File: config.mk
export PLATFORM = sky130hd
export DESIGN_NAME = fbsb_ctrl
export DESIGN_NICKNAME = d
export VERILOG_FILES = /design/src/rtl/fbsb_pkg.sv /design/src/rtl/fbsb_ctrl.sv
export SDC_FILE = /design/constraint.sdc
export NUM_CORES = 1
export LEC_CHECK = 0
export BUFFER_PORTS_ARGS = -buffer_cell sky130_fd_sc_hd__buf_2
export CAP_MARGIN = 20
export CORE_AREA = 2 2 39 41
export CTS_CLUSTER_DIAMETER = 150
export DETAILED_ROUTE_END_ITERATION = 8
export DIE_AREA = 0 0 41 43
export SKIP_LAST_GASP = 1
export SYNTH_ARGS = -nofsm -noshare
export SYNTH_HDL_FRONTEND = slang
export SYNTH_SLANG_ARGS = --single-unit
File: constraint.sdc
create_clock -name clk -period 1.8 [get_ports clk]
set_clock_uncertainty 0.05 [all_clocks]
set_input_delay 0.09 -clock clk [delete_from_list [all_inputs] [get_ports clk]]
set_output_delay 0.09 -clock clk [all_outputs]
set_load 0.05 [all_outputs]
File: src/rtl/fbsb_pkg.sv
// ----------------------------------------------------------------------------
// fbsb_pkg: shared definitions for the sprite blitter
// Store geometry, operation codes, register indexes and the command and
// status bundles that pass between the controller and the datapath.
// ----------------------------------------------------------------------------
package fbsb_pkg;

  localparam int MAX_WIDTH   = 128;
  localparam int MAX_HEIGHT  = 64;
  localparam int COLOR_W     = 16;
  localparam int STORE_DEPTH = MAX_WIDTH * MAX_HEIGHT;

  localparam int ADDR_W  = $clog2(STORE_DEPTH);
  localparam int AREA_W  = ADDR_W + 1;
  localparam int FW_W    = $clog2(MAX_WIDTH + 1);
  localparam int FH_W    = $clog2(MAX_HEIGHT + 1);
  localparam int COL_W   = $clog2(MAX_WIDTH);
  localparam int ROW_W   = $clog2(MAX_HEIGHT);
  localparam int CFG_IDX_W  = 1;
  localparam int CFG_DATA_W = 8;

  localparam logic [COLOR_W-1:0] RESET_COLOR = COLOR_W'(16'hFFFF);

  typedef enum logic [1:0] {
    FUNC_FILL  = 2'd0,
    FUNC_BEGIN = 2'd1,
    FUNC_PIXEL = 2'd2,
    FUNC_QUERY = 2'd3
  } fbsb_func_t;

  typedef enum logic [CFG_IDX_W-1:0] {
    REG_FRAME_WIDTH  = 1'b0,
    REG_FRAME_HEIGHT = 1'b1
  } fbsb_reg_t;

  typedef struct packed {
    logic clear_wr;   // write reset values at the sweep counter
    logic fill_wr;    // write the fill colour at the sweep counter
    logic ld_in;      // capture the accepted input word
    logic ld_sprite;  // latch origin and size, rewind the cursor
    logic pix_step;   // clip test and cursor advance
    logic pix_wr;     // write the sprite pixel if it landed
    logic q_cmp;      // compare, record and capture the query result
    logic load_out;   // move the result into the output register
  } fbsb_cmd_t;

  typedef struct packed {
    logic clear_done;
    logic fill_done;
    logic out_free;
  } fbsb_status_t;

endpackage

File: src/rtl/fbsb_ctrl.sv
// ----------------------------------------------------------------------------
// fbsb_ctrl: operation sequencer
// Runs the clearing pass, then steps each accepted word through its states.
// ----------------------------------------------------------------------------
module fbsb_ctrl import fbsb_pkg::*; (
  input  logic         clk,
  input  logic         rst_n,
  input  logic         in_valid,
  input  logic [1:0]   in_func,
  output logic         in_ready,
  input  fbsb_status_t st,
  output fbsb_cmd_t    cmd
);

  typedef enum logic [2:0] {
    S_CLEAR,
    S_IDLE,
    S_FILL,
    S_PIX_CALC,
    S_PIX_WR,
    S_Q_RD,
    S_Q_CMP,
    S_RESP
  } state_t;

  state_t state_r;
  state_t state_nxt;
  logic   accept;

  assign in_ready = (state_r == S_IDLE);
  assign accept   = in_valid && in_ready;

  always_comb begin
    state_nxt = state_r;
    cmd       = '0;
    unique case (state_r)
      S_CLEAR: begin
        if (st.clear_done) begin
          state_nxt = S_IDLE;
        end else begin
          cmd.clear_wr = 1'b1;
        end
      end
      S_IDLE: begin
        if (accept) begin
          cmd.ld_in = 1'b1;
          unique case (fbsb_func_t'(in_func))
            FUNC_FILL:  state_nxt = S_FILL;
            FUNC_BEGIN: begin
              cmd.ld_sprite = 1'b1;
              state_nxt     = S_RESP;
            end
            FUNC_PIXEL: state_nxt = S_PIX_CALC;
            FUNC_QUERY: state_nxt = S_Q_RD;
          endcase
        end
      end
      S_FILL: begin
        if (st.fill_done) begin
          state_nxt = S_RESP;
        end else begin
          cmd.fill_wr = 1'b1;
        end
      end
      S_PIX_CALC: begin
        cmd.pix_step = 1'b1;
        state_nxt    = S_PIX_WR;
      end
      S_PIX_WR: begin
        cmd.pix_wr = 1'b1;
        state_nxt  = S_RESP;
      end
      S_Q_RD: begin
        state_nxt = S_Q_CMP;
      end
      S_Q_CMP: begin
        cmd.q_cmp = 1'b1;
        state_nxt = S_RESP;
      end
      S_RESP: begin
        if (st.out_free) begin
          cmd.load_out = 1'b1;
          state_nxt    = S_IDLE;
        end
      end
    endcase
  end

  always_ff @(posedge clk) begin
    if (!rst_n) begin
      state_r <= S_CLEAR;
    end else begin
      state_r <= state_nxt;
    end
  end

endmodule

==> flow_summary_export.csv <==
group,metric,value,unit
routing,via_count,322,
sta,min_period,1650,ps
synth,synth_edf_count,0,
cts,ctsHoldBuffers,0,
sta,finalSetupViolations,0,
setup_path,path_cells,"and3_1 -> and3b_1 -> buf_2",
synth,synthTopCellsByCount,"4 x nor2_1, 3 x and2_1, 3 x dfxtp_1, 3 x nand2_1",
routing,dr.pass1.iters,4,
floorplan,start_util,18.8,%
cts,cts-resized-gates,0,
floorplan,fp.dieW,41,um
routing,wl_per_cell,10.6,um
setup_path,cp_data_required_time,1660,ps
synth,synth_area_per_cell,7.23,um^2
sta,hold_viol,0,
synth,netlist_top_cells_area,"dfxtp_1 23%, and2_1 7.2%, nor2_1 5.8%",
power_and_ir_drop,irDropWorstVdd,0.000405,V
cts,clock_sinks,3,
synth,yosysMostFrequentCell,"nor2_1",
setup_path,crit_family,"flip-flops",
place,hpwl,528,um
power_and_ir_drop,p_sw_share,52.6,%
layout,reg_top3,"state_r (3)",
run_status,outcome,"finished, final reports clean",
worst_hold_path,hold_class,"input port to flip-flop",
floorplan,row_count,14,
setup_path,max_stage_delay,620,ps
synth,ys_warn_count,0,
sta,tightest_slew,486,ps
layout,nNetsFinal,62,
floorplan,die_h,43,um
layout,regMostFlops,"state_r",
setup_path,worstPathMaxFanout,15,
floorplan,dieArea,0.00176,mm^2
grt,grt_use_total,10.9,%
cts,cts_buffers,3,
routing,viasPerCell,4.67,
cts,htreeDepth,1,
power_and_ir_drop,netSwitchingPower,299,uW
sta,slew_viol_final,0,
power_and_ir_drop,seq_power_share,26.3,%
grt,grt_max_degree,16,
routing,routed_wl,734,um
synth,synth_area,260,um^2
routing,antenna_left,0,
layout,final_util,27.8,%
cts,clk_pin_slew,40,ps
job,drv_cap,0,
sta,rsz0062_at_grt,"no",
synth,synth_seq_area_share,23.1,%
sta,hold_ws,61.9,ps
synth,synth.top_cell.area_share,23.1,%
cts,post_cts.repair.setup_buffers,0,
layout,largest_register_ffs,3,
grt,grt_pass1_wl,1240,um
setup_path,cp_num_buf_inv,1,
setup_path,endpoint_kind,"primary output",
layout,n_fill_cell,160,
grt,antenna_found_initial,0,
setup_path,crit_arrival,1510,ps
power_and_ir_drop,power_frac_comb,51.9,%
sta,fmax,608,MHz
power_and_ir_drop,clkPwrFrac,21.8,%
synth,synth_area_leader_cell,"dfxtp_1",
sta,slew_headroom,67.6,%
power_and_ir_drop,internal-power,270,uW
layout,diodes,0,
power_and_ir_drop,cellLeakagePower,0.202,nW
setup_path,critPathKind,"flip-flop to primary output",
routing,top_layer,"met4",
layout,syn_to_final_growth,47.6,%
layout,layout-drive-gt1-share,41.5,%
place,port_buffers,16,
synth,async_flop_share,0,%
cts,cts-root-buf,"clkbuf_4",
routing,drt-met1-wl,347,um
grt,grt_remaining_overflow,0,
cts,cts_tree,"yes",
floorplan,core,0.00138,mm^2
synth,netlist_instances,36,
place,gp_congestion,0.770,
cts,clock_latency,240,ps
setup_path,slowest_stage,"dfxtp_1",
sta,setup_tns,0,ps
synth,syn-num-nets,44,
setup_path,crit_path_start_kind,"flip-flop",
synth,synth.distinct_cells,21,
grt,grt_pass1_vias,301,
routing,remaining_drc_errors,0,
routing,met3_length,51,um
cts,clockBufferDepth,2,
power_and_ir_drop,power_density,1480,mW/mm^2
synth,synth_top_flop_cell,"dfxtp_1",
floorplan,io_pins,17,
synth,synth-seq-cells,3,
routing,wl_met2,320,um
routing,drtIter0Drc,8,
sta,min_period_over_period,91.4,%
[layout by cell type (no fill, tap or decap)]
cell	count
and3b_1	1
o211ai_1	2
a21oi_1	2
nor4b_2	1
o21ai_0	2
and3_1	2
buf_2	16
dfxtp_1	3
nor2_1	4
and3_2	1
a32o_1	1
clkbuf_4	3
and2_1	3
nand2_1	3
o211a_1	1
mux2i_1	1
a311oi_1	1
nor4_2	1
inv_1	2
clkbuf_1	1
o311a_1	1
nor3_1	1
[power by group through the flow]
stage / clock [mW] / combinational (mW) / sequential [mW]
after floorplan: 0 / 0.287 / 0.101
after global placement: 0 / 0.294 / 0.148
after detailed placement: 0 / 0.296 / 0.150
after CTS: 0.128 / 0.298 / 0.149
after global routing: 0.135 / 0.327 / 0.156
final: 0.124 / 0.295 / 0.150
[cell families (layout without fill, tap and decap cells)]
logic type             Yosys count  in the layout  share of synthesized area, %
AO/OA/AOI/OAI                   10             10                          28.4
multiplexers                     1              1                          3.85
AND/OR/NAND/NOR                 17             17                          36.1
buffers and inverters            5             22                          8.65
flip-flops                       3              3                          23.1
[area by class of cell]
cell class,count,area [um^2],area share (%)
repair buffers,16,80.1,20.8
flip-flops and latches,3,60.1,15.6
clock buffers,4,26.3,6.84
multi-input cells,28,190,49.5
well taps,16,20.0,5.21
inverters,2,7.51,1.95
[per-stage QoR]
stage	power (mW)	instance area [um^2]	setup slack, ps	cells
after floorplan	0.388	273	34.0	36
after global placement	0.442	358	401	65
after detailed placement	0.446	358	340	65
after CTS	0.575	384	155	69
after global routing	0.618	384	40.3	69
final	0.569	384	155	69
[worst register-to-register path, delay by kind of cell (launching register included)]
| kind | cells | cell delay, ps |
|---|---|---|
| flops | 1 | 620 |
| compound gates | 2 | 400 |
| mux | 1 | 300 |
[per-layer routing]
layer  GRT usage (%)  vias to the layer above
met3            4.71                        2
li1                -                      169
met2            12.2                       12
met1            14.7                      139
met4            10.0                        0
met5               0                        -
[worst paths after layout]
path	start	to	slack (ps)	depth (start not counted)
max	state_r[0]	cmd[4]	150	3
min	rst_n	state_r[1]	60	2
max reg2reg	state_r[0]	state_r[2]	310	3
min reg2reg	state_r[2]	state_r[1]	660	1
(Power assumes the default switching activity.)
